`src/rtl/tcw_pkg.sv`:
```
`default_nettype none
// ----------------------------------------------------------------------------
// tcw_pkg
// Shared constants, types and tables for the text console writer.
// ----------------------------------------------------------------------------
package tcw_pkg;

  // Screen geometry and tab stop spacing
  localparam int NUM_COLUMNS = 80;
  localparam int NUM_LINES   = 25;
  localparam int TAB_WIDTH   = 8;

  localparam int CELL_COUNT = NUM_COLUMNS * NUM_LINES;
  localparam int FILL_BASE  = (NUM_LINES - 1) * NUM_COLUMNS;

  // Field widths of the command and result items
  localparam int CMD_W  = 2;
  localparam int CHAR_W = 8;
  localparam int POS_W  = 8;
  localparam int COL_W  = 7;
  localparam int ROW_W  = 5;
  localparam int OFF_W  = 11;

  // Cell address and sweep counter widths
  localparam int ADDR_W = $clog2(CELL_COUNT);
  localparam int CNT_W  = $clog2(CELL_COUNT + 1);
  // Remaining store count, holds up to TAB_WIDTH
  localparam int REP_W  = $clog2(TAB_WIDTH + 1);

  // Command codes
  localparam logic [CMD_W-1:0] OP_PUT   = 2'd0;
  localparam logic [CMD_W-1:0] OP_CLEAR = 2'd1;
  localparam logic [CMD_W-1:0] OP_READ  = 2'd2;
  localparam logic [CMD_W-1:0] OP_MOVE  = 2'd3;

  // Character codes with special meaning
  localparam logic [CHAR_W-1:0] CH_TAB   = 8'd9;
  localparam logic [CHAR_W-1:0] CH_NL    = 8'd10;
  localparam logic [CHAR_W-1:0] CH_VT    = 8'd11;
  localparam logic [CHAR_W-1:0] CH_CR    = 8'd13;
  localparam logic [CHAR_W-1:0] CH_SPACE = 8'd32;

  // Column remainder modulo the tab width, indexed by column
  typedef logic [REP_W-1:0] rem_tab_t [0:(1<<COL_W)-1];

  function automatic rem_tab_t build_rem_tab();
    rem_tab_t t;
    for (int i = 0; i < (1 << COL_W); i++) begin
      t[i] = REP_W'(i % TAB_WIDTH);
    end
    return t;
  endfunction

  localparam rem_tab_t REM_TAB = build_rem_tab();

  // Commands from the controller to the datapath
  typedef struct packed {
    logic load;
    logic setup_put;
    logic store;
    logic newline;
    logic carriage;
    logic move;
    logic home;
    logic clr_start;
    logic clr_step;
    logic copy_start;
    logic copy_step;
    logic fill_step;
    logic read_issue;
    logic read_capture;
    logic emit;
  } tcw_cmd_t;

  // Status from the datapath to the controller
  typedef struct packed {
    logic [CMD_W-1:0]  op;
    logic [CHAR_W-1:0] ch;
    logic              in_range;
    logic              last_col;
    logic              last_row;
    logic              rep_last;
    logic              rep_zero;
    logic              sweep_last;
    logic              copy_done;
  } tcw_stat_t;

endpackage
`default_nettype wire

```
`src/rtl/tcw_ctrl.sv`:
```
`default_nettype none
// ----------------------------------------------------------------------------
// tcw_ctrl
// Sequencer for the console: decodes a command and steps the datapath.
// ----------------------------------------------------------------------------
module tcw_ctrl
  import tcw_pkg::*;
(
  input  wire logic      clk,
  input  wire logic      rst_n,
  input  wire logic      start,
  output logic           busy,
  input  wire tcw_stat_t stat,
  output tcw_cmd_t       cmd
);

  localparam logic [3:0] ST_INIT   = 4'd0;
  localparam logic [3:0] ST_IDLE   = 4'd1;
  localparam logic [3:0] ST_DECODE = 4'd2;
  localparam logic [3:0] ST_STORE  = 4'd3;
  localparam logic [3:0] ST_COPY   = 4'd4;
  localparam logic [3:0] ST_FILL   = 4'd5;
  localparam logic [3:0] ST_CLEAR  = 4'd6;
  localparam logic [3:0] ST_READ   = 4'd7;
  localparam logic [3:0] ST_FINISH = 4'd8;

  logic [3:0] state_r;
  logic [3:0] state_nxt;

  assign busy = (state_r != ST_IDLE);

  always_comb begin
    state_nxt = state_r;
    cmd       = '0;
    case (state_r)
      ST_INIT: begin
        cmd.clr_step = 1'b1;
        if (stat.sweep_last) state_nxt = ST_IDLE;
      end
      ST_IDLE: begin
        if (start) begin
          cmd.load  = 1'b1;
          state_nxt = ST_DECODE;
        end
      end
      ST_DECODE: begin
        case (stat.op)
          OP_PUT: begin
            if (stat.ch == CH_NL) begin
              cmd.newline = 1'b1;
              if (stat.last_row) begin
                cmd.copy_start = 1'b1;
                state_nxt      = ST_COPY;
              end else begin
                state_nxt = ST_FINISH;
              end
            end else if (stat.ch == CH_CR) begin
              cmd.carriage = 1'b1;
              state_nxt    = ST_FINISH;
            end else begin
              cmd.setup_put = 1'b1;
              state_nxt     = ST_STORE;
            end
          end
          OP_CLEAR: begin
            cmd.home      = 1'b1;
            cmd.clr_start = 1'b1;
            state_nxt     = ST_CLEAR;
          end
          OP_READ: begin
            if (stat.in_range) begin
              cmd.read_issue = 1'b1;
              state_nxt      = ST_READ;
            end else begin
              state_nxt = ST_FINISH;
            end
          end
          default: begin
            cmd.move  = 1'b1;
            state_nxt = ST_FINISH;
          end
        endcase
      end
      ST_STORE: begin
        cmd.store = 1'b1;
        if (stat.last_col && stat.last_row) begin
          cmd.copy_start = 1'b1;
          state_nxt      = ST_COPY;
        end else if (stat.rep_last) begin
          state_nxt = ST_FINISH;
        end
      end
      ST_COPY: begin
        cmd.copy_step = 1'b1;
        if (stat.copy_done) state_nxt = ST_FILL;
      end
      ST_FILL: begin
        cmd.fill_step = 1'b1;
        if (stat.sweep_last) state_nxt = stat.rep_zero ? ST_FINISH : ST_STORE;
      end
      ST_CLEAR: begin
        cmd.clr_step = 1'b1;
        if (stat.sweep_last) state_nxt = ST_FINISH;
      end
      ST_READ: begin
        cmd.read_capture = 1'b1;
        state_nxt        = ST_FINISH;
      end
      ST_FINISH: begin
        cmd.emit  = 1'b1;
        state_nxt = ST_IDLE;
      end
      default: begin
        state_nxt = ST_IDLE;
      end
    endcase
  end

  always_ff @(posedge clk) begin
    if (!rst_n) begin
      state_r <= ST_INIT;
    end else begin
      state_r <= state_nxt;
    end
  end

endmodule
`default_nettype wire

```
`config.mk`:
```
export PLATFORM = sky130hd
export DESIGN_NAME = tcw_ctrl
export DESIGN_NICKNAME = d
export VERILOG_FILES = /design/src/rtl/tcw_pkg.sv /design/src/rtl/tcw_ctrl.sv
export SDC_FILE = /design/constraint.sdc
export NUM_CORES = 1
export LEC_CHECK = 0
export BUFFER_PORTS_ARGS = -buffer_cell sky130_fd_sc_hd__buf_2
export CORE_UTILIZATION = 42
export CTS_CLUSTER_SIZE = 20
export DETAILED_ROUTE_END_ITERATION = 6
export GPL_TIMING_DRIVEN = 0
export HOLD_SLACK_MARGIN = 0.05
export PLACE_DENSITY = 0.74
export REMOVE_ABC_BUFFERS = 1
export SLEW_MARGIN = 20
export SYNTH_ARGS = -nofsm -noshare
export SYNTH_HDL_FRONTEND = slang
export SYNTH_SLANG_ARGS = --single-unit
```
`constraint.sdc`:
```
create_clock -name clk -period 2 [get_ports clk]
set_input_delay 0.1 -clock clk [delete_from_list [all_inputs] [get_ports clk]]
set_output_delay 0.1 -clock clk [all_outputs]
set_load 0.005 [all_outputs]
```
== Word-level counts from Yosys, hierarchy flattened ==
Index checks and enable logic that the tools add are counted.

* Flip-flop bits (word level): 4
* Bits of input ports: 20
* Output and inout bits: 16
* Logic and storage cells: 67

* Equality and inequality tests: 19
* Mux-type cells: 41
* Reductions and logical operators: 6

{| class="wikitable"
|+ Operators by type and width
! kind !! count
|-
| 4-bit 2-to-1 mux || 12
|-
| 4-bit one-hot mux with 8 select lines || 1
|-
| 1-bit 2-to-1 mux || 23
|-
| 4-bit by 3-bit == test with 1-bit output (second input constant) || 4
|-
| 8-bit by 4-bit == test with 1-bit output (second input constant) || 2
|-
| 4-bit one-hot mux with 3 select lines || 1
|-
| 2-bit inequality test (second input constant) || 5
|-
| 4-bit by 2-bit == test with 1-bit output (second input constant) || 2
|-
| 6-bit AND reduction || 1
|-
| 5-bit 2-to-1 mux || 1
|-
| 4-bit by 1-bit == test with 1-bit output (second input constant) || 1
|-
| 4-bit == test (second input constant) || 1
|-
| 4-bit logical NOT || 1
|-
| 2-bit 2-to-1 mux || 2
|-
| 4-bit by 1-bit inequality test with 1-bit output (second input constant) || 1
|-
| 3-bit inequality test (second input constant) || 1
|-
| 3-bit OR reduction || 1
|-
| 2-bit by 1-bit == test with 1-bit output (second input constant) || 1
|-
| 2-bit == test (second input constant) || 1
|-
| 2-bit logical NOT || 1
|-
| 1-bit one-hot mux with 2 select lines || 1
|-
| 2-bit OR reduction || 1
|-
| 1-bit logical AND || 1
|}

== Logic depth before layout (Yosys ltp) ==
Gate-level depths: netlist of run 1.

* Word-level depth: 5
* Gate-level depth with buffers: 6
* Gate-level depth less buffers: 5

== Least setup slack after synthesis of run 1 ==
No wires, ideal clock.

* Path kind: register -> register
* From: register state_r[0]
* To: register state_r[3]
* Library setup time: 57 ps
* Arrival: 1443 ps
* Required time: 1943 ps
* Setup slack: 500 ps
* Stages on the path, launching flop included: 6
* Buffers on the path: 1
* Clock period less this slack: 1500 ps
* Cell sequence: dfxtp_1 -> buf_2 -> or4b_4 -> nor3_4 -> and4_4 -> o31a_2

* Longest elaborated chain between the ends: 3
* Elaborated cells between the ends (all ways): 16
* Those cells by class: eq/ne (13); mux (1); reduce/logical (2)

{| class="wikitable"
|+ Ends and longest elaborated chain
! what !! RTL line !! text
|-
| start: declaration || tcw_ctrl.sv:27 || <nowiki>logic [3:0] state_r;</nowiki>
|-
| start signal: assignment || tcw_ctrl.sv:123 || <nowiki>state_r <= state_nxt;</nowiki>
|-
| 4-bit by 2-bit == test with 1-bit output, or another cell as far along || tcw_ctrl.sv:35 || <nowiki>case (state_r)</nowiki>
|-
| 3-bit inequality test (no source line) / 2-bit inequality test (equally long branches) || - ||
|-
| 6-bit AND reduction (no source line) || - ||
|}

Parallel ways exist; a longest one is shown, timed or not.
A chain may end at the register's enable or synchronous reset.

==> key figures, run 1 <==
Clocking
  • H-tree depth: 1
  • Post-CTS Setup Inserts: 0
  • Hold_buf cts: 0
  • Clock root buffer: clkbuf_4
  • CTS Buffer Depth: 2
  • Clk sinks: 4
  • Number of buffers created by CTS: 3
  • Reg clk slew, reported paths: approximately 0.04 ns
  • Clk_lat worst skew: roughly 0.23 ns
  • CTS tree: yes
  • Cts repair resizes: 1

Layout
  • Layout cells sized above 1: 41.4%
  • Biggest regs: state_r x4
  • Post-route cell area: ~800 sq um
  • # fillers: 122
  • Antenna Cells: 0
  • Synthesis-to-layout area growth: 31.5%
  • Largest register FFs: 4
  • Largest Register: state_r
  • Nets@finish: between 100 and 150

Synth
  • Syn avg cell area: 7.09 sq um
  • Async SR Flop Fraction: 0%
  • Register bit total from synthesis: 4
  • Ys flop type: dfxtp_1
  • Largest cells by area after synthesis: dfxtp_1 13%, nand2_1 5.0%, nor3b_1 5.0%, nor2_1 4.4%, nor4b_1 4.4%
  • Ys Warns: 0
  • Syn Std Cell Area: 596 sq um
  • Top cell type's share of synthesized area: between 10 and 15%
  • Share of the yosys chip area belonging to registers: 13.4%
  • Number of synthesized flops with an enable pin: 0
  • Post-Syn Instances: 84
  • Yosys top cell by area: dfxtp_1
  • Unique masters post-synth: 37

STA
  • Finish-stage setup viols: 0
  • Tightest Pin Transition: 0.421 ns
  • FMAX: between 0.5 and 0.6 GHz
  • Final setup TNS: 0 ns
  • Period utilization: 94.4%
  • RSZ-0062 raised after global routing: no
  • Slew Viols, Final: 0
  • Final Hold Fails: 0
  • Minimum clock period: between 1.5 and 2 ns
  • Worst Skew: ~0.0075 ns
  • Max_slew headroom: a little under three quarters

Power
  • Leakage power: 0.000383 uW
  • Maximum vdd drop: roughly 0.36 mV
  • Cell Pwr Density: around 400 nW/um^2

Run status
  • Status: complete, no violations

GRT
  • First-pass GRT wire length: approximately 2200 um
  • Total grt overflow: 0
  • GR peak layer: met1
  • GRT Resource Usage Total: between 20% and 30%
  • Grt met2 use: 27.5%
  • Met1 Usage GRT: a little under a third
  • Vias in the first global route: between 500 and 600
  • Initial antenna violation count: 0
  • Largest net degree at the start of global routing: 18
  • GR Util met3: slightly below 7%

Drt
  • Post-route DRC: 0
  • Drt total wl: about 1500 um
  • Routed Antenna Nets: 0
  • Vias: 710
  • Average routed wire per standard cell: 11.1 um
  • First DRT Iteration DRCs: 16
  • Router iterations before antenna repair: 2
  • Via density: ~5.4

Worst setup path
  • Crit path required time: 1.90 ns
  • Slowest stage delay, CP: 0.61 ns
  • Crit path max fanout: 13
  • Critical path capture point type: output pin
  • WS Path Type: flip-flop to output pin
  • Critical Path AT: 1.79 ns
  • Crit-path cells: or4b_4, nor3_4, and4_4, buf_2
  • Slowest CP cell: or4b_4
  • Element type at the critical path start: flip-flop

Place
  • Hpwl dp: ~1100 um
  • I/O Buffers: 35
  • Placer Congestion: 0.820
  • Area post-placement: 751 sq um

Min path
  • Min-Delay Path Class: primary input to flip-flop

Die
  • Die width: about 40 um
  • Row cnt: 13
  • Die height: 39.7 um
  • Die Area: 1570 sq um
  • Ports: 36
  • Initial Utilization: between 40 and 50%
  • CORE AREA: around 1300 sq um

Job
  • Max-cap violation count: 0
==> per-layer routing <==
metal / up-vias / share of wire (%)
met4: 0 / 0.69
met3: 2 / 7.2
met5: - / 0
met1: 290 / 53
met2: 37 / 39
li1: 381 / -
==> where the power goes <==
group | internal, uW | total, uW | switching [uW]
sequential | 86.4 | 107 | 21.0
combinational | 61.0 | 115 | 53.8
clock | 66.9 | 98.1 | 31.2
total | 214 | 320 | 106
==> cells by family after synthesis <==
kind of cell / after synthesis / synth area share, %
buffers and inverters: 12 / 10.3
and+or+nand+nor: 46 / 49.6
AOI/OAI and AO/OA: 20 / 23.7
DFF: 4 / 13.4
xor gates and xnor gates: 2 / 2.94
==> metrics by stage <==
step	cells	setup slack (ns)	power [uW]	utilization, %	hold slack (ns)
global placement	128	0.233	216	57.0	0.392
detailed placement	128	0.199	220	57.0	0.399
floorplan	78	0.372	170	-	0.238
global route	131	0.0566	350	59.4	0.157
finish	131	0.113	320	59.4	0.149
CTS	131	0.0436	322	58.8	0.149
==> critical path, delay by kind of cell, from the launching register on <==
family | cells | cell delay [ns]
AND/OR/NAND/NOR | 3 | 1.03
flip-flops | 1 | 0.42
buffers and inverters | 1 | 0.11
==> layout make-up <==
class / instances / area, sq um / area share [%]
inverters: 6 / 22.5 / 2.88
clock buffers: 3 / 22.5 / 2.88
well taps: 15 / 18.8 / 2.40
multi-input cells: 68 / 460 / 58.8
repair buffers: 35 / 175 / 22.4
flip-flops and latches: 4 / 83.8 / 10.7
==> final timing paths <==
kind,slack [ns],cells past startpoint,start,to
worst max-delay path,0.11,4,state_r[3],cmd[10]
worst min-delay path,0.15,3,rst_n,state_r[0]
worst max register to register,0.36,4,state_r[3],state_r[3]
worst min register to register,0.60,2,state_r[2],state_r[2]
==> synthesized netlist by cell type (3+ instances only) <==
library cell	instances
nand2_1	8
nor2_1	7
inv_1	6
nor3_1	5
buf_2	4
dfxtp_1	4
nand2b_1	4
nor3b_1	4
o21ai_0	4
a211oi_1	3
a21oi_1	3
nor4b_1	3
==> layout by cell type, fill, tap and decap left out, drive strengths merged, types with 4 or more instances in the layout <==
cell and n:
buf 35, dfxtp 4, inv 6, nand2 8
nand2b 4, nor2 7, nor3 6, nor3b 4
o21ai 4
Power figures use the tool's default switching activity.
==> run 2: changes to the inputs <==
--- a/config.mk
+++ b/config.mk
@@ -5,6 +5,7 @@
 export SDC_FILE = /design/constraint.sdc
 export NUM_CORES = 1
 export LEC_CHECK = 0
+export ABC_AREA = 0
 export BUFFER_PORTS_ARGS = -buffer_cell sky130_fd_sc_hd__buf_2
 export CORE_UTILIZATION = 42
 export CTS_CLUSTER_SIZE = 20
==> constraint.sdc (replaced) <==
create_clock -name clk -period 1.8 [get_ports clk]
set_input_delay 0.27 -clock clk [delete_from_list [all_inputs] [get_ports clk]]
set_output_delay 0.27 -clock clk [all_outputs]
set_load 0.005 [all_outputs]
==> run 2 against run 1 <==
Compared with the run above:
- the run now ends with negative setup slack left
- non-clock buffer count grew 16
- register-to-register slack lost 0.37 ns
- global-route usage grew 7.0 points
- die area is the same
- worst hold slack gained 0.16 ns
- flip-flop and latch count is the same
- largest cell class unchanged
==> key figures, run 2 (synthesis results as in run 1) <==
Layout
  • Synthesis-to-layout area growth: 61.1%
  • Largest Register: state_r
  • Layout cells sized above 1: a little over half
  • Antenna Cells: 0
  • Register Area: approximately 95 sq um
  • Biggest regs: state_r x4
  • Final core occ: approximately 73%
  • # fillers: 100
  • Nets@finish: roughly 150
  • Largest register FFs: 4
  • Most common cell after layout, fill and taps aside: buf_2
  • Commonest non-fill, non-tap cells in the layout: 34 x buf_2, 15 x buf_4, 7 x nand2_1
  • Area of the multi-input gates: roughly 500 sq um

Drt
  • Drt total wl: approximately 2000 um
  • Average routed wire per standard cell: around 13 um
  • First DRT Iteration DRCs: 12
  • Post-route DRC: 0
  • Router iterations before antenna repair: 5
  • Via density: between 5 and 6
  • Routed Antenna Nets: 0
  • Vias: between 800 and 900

GRT
  • Largest net degree at the start of global routing: 13
  • Initial antenna violation count: 0
  • Total grt overflow: 0
  • First-pass GRT wire length: roughly 3000 um
  • GRT Resource Usage Total: 27.1%
  • Vias in the first global route: 681

Power
  • Switch Pwr: 136 uW
  • Sw Share: between 30% and 40%
  • Sequential Power Share: about a quarter
  • Leakage power: between 0.0004 and 0.0005 uW
  • Cell Pwr Density: approximately 410 nW/um^2
  • Combinational share of power: 47.2%
  • Maximum vdd drop: about 0.36 mV
  • Clock Power Share: between 20% and 30%
  • Internal power: about 260 uW

Worst setup path
  • Slowest CP cell: or4b_4
  • Critical Path AT: 1.62 ns
  • Crit-path cells: or4b_4, nor3_4, buf_4, nand2_4, inv_1, buf_2
  • Slowest stage delay, CP: about 0.55 ns
  • Element type at the critical path start: flip-flop
  • Crit path max fanout: 2
  • Critical path capture point type: output pin
  • WS Path Type: flip-flop to output pin
  • Crit path required time: about 1.5 ns

Min path
  • Min-Delay Path Class: primary input to flip-flop

Place
  • Hpwl dp: 1120 um
  • Placer Congestion: 0.820
  • I/O Buffers: 35

Die
  • Die width: about 40 um
  • Row cnt: 13
  • Die height: just under 40 um
  • Initial Utilization: 45.2%
  • CORE AREA: around 1300 sq um
  • Ports: 36
  • Die Area: between 1500 and 2000 sq um

STA
  • Period utilization: 105%
  • Final Hold Fails: 0
  • Slew Viols, Final: 0
  • Minimum clock period: roughly 1.9 ns
  • Final WS setup: -0.0891 ns
  • Worst Skew: 0.00698 ns
  • Max_slew headroom: about three quarters
  • Tightest Pin Transition: 0.368 ns
  • RSZ-0062 raised after global routing: yes
  • Final setup TNS: -0.178 ns
  • Finish-stage setup viols: 4
  • FMAX: roughly 0.53 GHz

Clocking
  • CTS Buffer Depth: 2
  • CTS tree: yes
  • Clk sinks: 4
  • H-tree depth: 1
  • Number of buffers created by CTS: 3
  • Hold_buf cts: 0
  • Clk_lat worst skew: 0.24 ns
  • Clock root buffer: clkbuf_4
  • Reg clk slew, reported paths: ~0.04 ns

Job
  • Max-cap violation count: 0

Run status
  • Status: complete, but fails checks
  • Failing checks: negative setup slack
[run 2: changes by cell type in the layout (fill, tap and decap cells not counted), moves of 2 or more]
cell     delta
buf_4      +15
nor2_2      +3
dfxtp_4     +4
nor2_1      -3
dfxtp_2     -3
buf_6       +2
[run 2: final cells by class]
class | instances | area share [%]
Inverter | 6 | 2.35
Tap cell | 15 | 1.96
Sequential cell | 4 | 9.91
Clock buffer | 3 | 2.35
Timing Repair Buffer | 51 | 31.8
Multi-Input combinational cell | 68 | 51.6
[run 2: metal layers]
metal | share of wire, % | global-route usage (%)
met5 | 0 | 0
met2 | 49 | 44.3
met1 | 42 | 35.5
met3 | 5.8 | 7.39
met4 | 2.3 | 4.31
[run 2: power groups by stage]
stage	combinational [uW]	sequential, uW	clock, uW
6_report	185	96.9	110
2_1_floorplan	76.3	113	0
4_1_cts	177	97.0	114
5_1_grt	203	97.2	126
3_3_place_gp	123	117	0
3_5_place_dp	126	119	0
[run 2: through the flow]
step	instances	hold slack, ns	total power, uW	setup WS (ns)	cell area, sq um
3_3_place_gp	128	0.562	240	-0.137	751
2_1_floorplan	78	0.408	189	0.0876	557
6_report	147	0.308	393	-0.0891	960
4_1_cts	145	0.310	388	-0.145	930
5_1_grt	147	0.332	426	-0.128	960
3_5_place_dp	128	0.569	244	-0.171	751
[run 2: repair_timing]
action                                 in CTS  in global routing
pin swaps                                   6                  4
endpoints found under the hold margin       0                  0
gates cloned                                0                  0
buffers inserted                           14                  2
gates resized for setup                    15                  5
setup endpoints to repair                  10                 11
[run 2: final timing paths]
| kind | startpoint | endpoint | slack, ns | depth (start not counted) |
|---|---|---|---|---|
| max | state_r[3] | cmd[13] | -0.09 | 6 |
| min | rst_n | state_r[0] | 0.31 | 3 |
| max reg2reg | state_r[3] | state_r[3] | -0.01 | 9 |
| min reg2reg | state_r[1] | state_r[1] | 0.79 | 4 |
[run 2: critical path: cells and delay by family (launching register included)]
family / cells / cell delay, ns
simple gates: 3 / 0.73
flops: 1 / 0.34
buf+inv: 3 / 0.31
==> run 3: changes to the inputs <==
--- a/config.mk
+++ b/config.mk
@@ -7,12 +7,13 @@
 export LEC_CHECK = 0
 export ABC_AREA = 0
 export BUFFER_PORTS_ARGS = -buffer_cell sky130_fd_sc_hd__buf_2
-export CORE_UTILIZATION = 42
+export CORE_UTILIZATION = 38
 export CTS_CLUSTER_SIZE = 20
 export DETAILED_ROUTE_END_ITERATION = 6
 export GPL_TIMING_DRIVEN = 0
 export HOLD_SLACK_MARGIN = 0.05
-export PLACE_DENSITY = 0.74
+export PLACE_DENSITY = 0.71
+export RECOVER_POWER = 50
 export REMOVE_ABC_BUFFERS = 1
 export SLEW_MARGIN = 20
 export SYNTH_ARGS = -nofsm -noshare
==> constraint.sdc (replaced) <==
create_clock -name clk -period 1.58 [get_ports clk]
set_input_delay 0.237 -clock clk [delete_from_list [all_inputs] [get_ports clk]]
set_output_delay 0.237 -clock clk [all_outputs]
set_load 0.005 [all_outputs]
==> run 3 against run 2 <==
Compared with the run above:
- the run still ends with negative setup slack left
- critical path depth decreased by 2
- count of clock-buffer cells in the layout unchanged
- sequential share of layout area decreased by 1.3 points
- largest cell class unchanged
- highest routed layer unchanged
==> key figures, run 3 (synthesis results as in run 1) <==
STA
  • Final setup TNS: -2.16 ns
  • Slew Viols, Final: 0
  • Hold WS: approximately 0.26 ns
  • RSZ-0062 raised after global routing: yes
  • Final Hold Fails: 0
  • Minimum clock period: ~1.9 ns
  • Finish-stage setup viols: 15
  • Tightest Pin Transition: around 0.43 ns
  • Final WS setup: -0.304 ns
  • Period utilization: 119%
  • Worst Skew: about 0.0095 ns
  • Max_slew headroom: between 70 and 80%
  • FMAX: between 0.5 and 0.6 GHz

Min path
  • Hold path depth: 3
  • Min-Delay Path Class: primary input to flip-flop

Worst setup path
  • Element type at the critical path start: flip-flop
  • R2R depth: 6
  • Critical Path AT: 1.65 ns
  • WS Path Type: flip-flop to output pin
  • Crit path max fanout: 3
  • Crit path required time: about 1.3 ns
  • Critical path capture point type: output pin

Power
  • Leakage power: ~0.00052 uW
  • Maximum vdd drop: 0.275 mV
  • Cell Pwr Density: ~470 nW/um^2
  • PnR Total Power: roughly 520 uW

GRT
  • Initial antenna violation count: 0
  • Vias in the first global route: 844
  • First-pass GRT wire length: 3660 um
  • Total grt overflow: 0
  • Largest net degree at the start of global routing: 13
  • GRT Resource Usage Total: about 27%

Layout
  • Post-route cell area: about 1100 sq um
  • Layout cells sized above 1: between 60% and 70%
  • Most common cell after layout, fill and taps aside: buf_2
  • Largest register FFs: 4
  • Antenna Cells: 0
  • Commonest non-fill, non-tap cells in the layout: 34 x buf_2, 13 x buf_4, 10 x buf_6
  • Synthesis-to-layout area growth: 84.5%
  • Nets@finish: 162
  • Largest Register: state_r
  • Biggest regs: state_r x4

Clocking
  • Clk sinks: 4
  • CTS tree: yes
  • H-tree depth: 1
  • Clk_lat worst skew: about 0.24 ns
  • CTS Buffer Depth: 2
  • Reg clk slew, reported paths: roughly 0.040 ns
  • Number of buffers created by CTS: 3
  • Clock root buffer: clkbuf_4
  • Hold_buf cts: 0

Drt
  • Post-route DRC: 0
  • Drt total wl: roughly 2200 um
  • Router iterations before antenna repair: 4
  • First DRT Iteration DRCs: 18
  • Vias: 904
  • Average routed wire per standard cell: 14.1 um
  • Via density: roughly 5.8
  • Routed Antenna Nets: 0

Die
  • Die width: 41.6 um
  • Initial Utilization: a little over two fifths
  • CORE AREA: approximately 1400 sq um
  • Ports: 36
  • Die height: a little over 40 um
  • Die Area: approximately 1700 sq um
  • Row cnt: 13

Place
  • Placer Congestion: 0.748
  • Hpwl dp: approximately 1200 um
  • Dpl ws: -0.348 ns
  • Area post-placement: between 700 and 800 sq um
  • I/O Buffers: 35

Run status
  • Status: complete, but fails checks
  • Failing checks: negative setup slack

Job
  • Max-cap violation count: 0
run 3: cell type report:
cell class	instances	area, sq um
multi-input combinational	68	529
tap	15	18.8
inverter	6	22.5
clock buffer	3	22.5
timing repair buffer	59	410
fill	105	284
sequential	4	95.1
run 3: worst max-delay path, cell delays in order, from the launching register on:
cell and delay (ns):
dfxtp_4 0.35, or4b_4 0.54, nor3_4 0.17, and4_4 0.25, buf_6 0.09
run 3: repair_timing:
item | in CTS | in global routing
setup buffers | 20 | 7
pin swaps | 9 | 11
resized for setup | 23 | 19
hold endpoints to repair | 0 | 0
endpoints found under the setup margin | 16 | 20
run 3: report_power, final:
part	internal, uW	total, uW	switching, uW
Sequential	106	112	6.83
Combinational	151	278	127
Clock	85.2	131	45.5
run 3: stage by stage:
stage,util (%),cells
after floorplan,-,78
after global placement,54.3,128
after detailed placement,54.3,128
after CTS,72.7,151
after global routing,79.5,155
final,79.5,155
run 3: final timing paths:
path | from | to | slack (ns)
min | rst_n | state_r[0] | 0.26
min reg2reg | state_r[2] | state_r[2] | 0.67
max reg2reg | state_r[2] | state_r[3] | -0.11
max | state_r[2] | cmd[10] | -0.30
run 3: layer usage:
layer  wire, um  part of all wire (%)  track usage [%]
met1        896                    41             30.3
met4         94                   4.3             14.8
met2       1060                    48             45.6
met5          0                     0                0
met3        135                   6.2             7.39
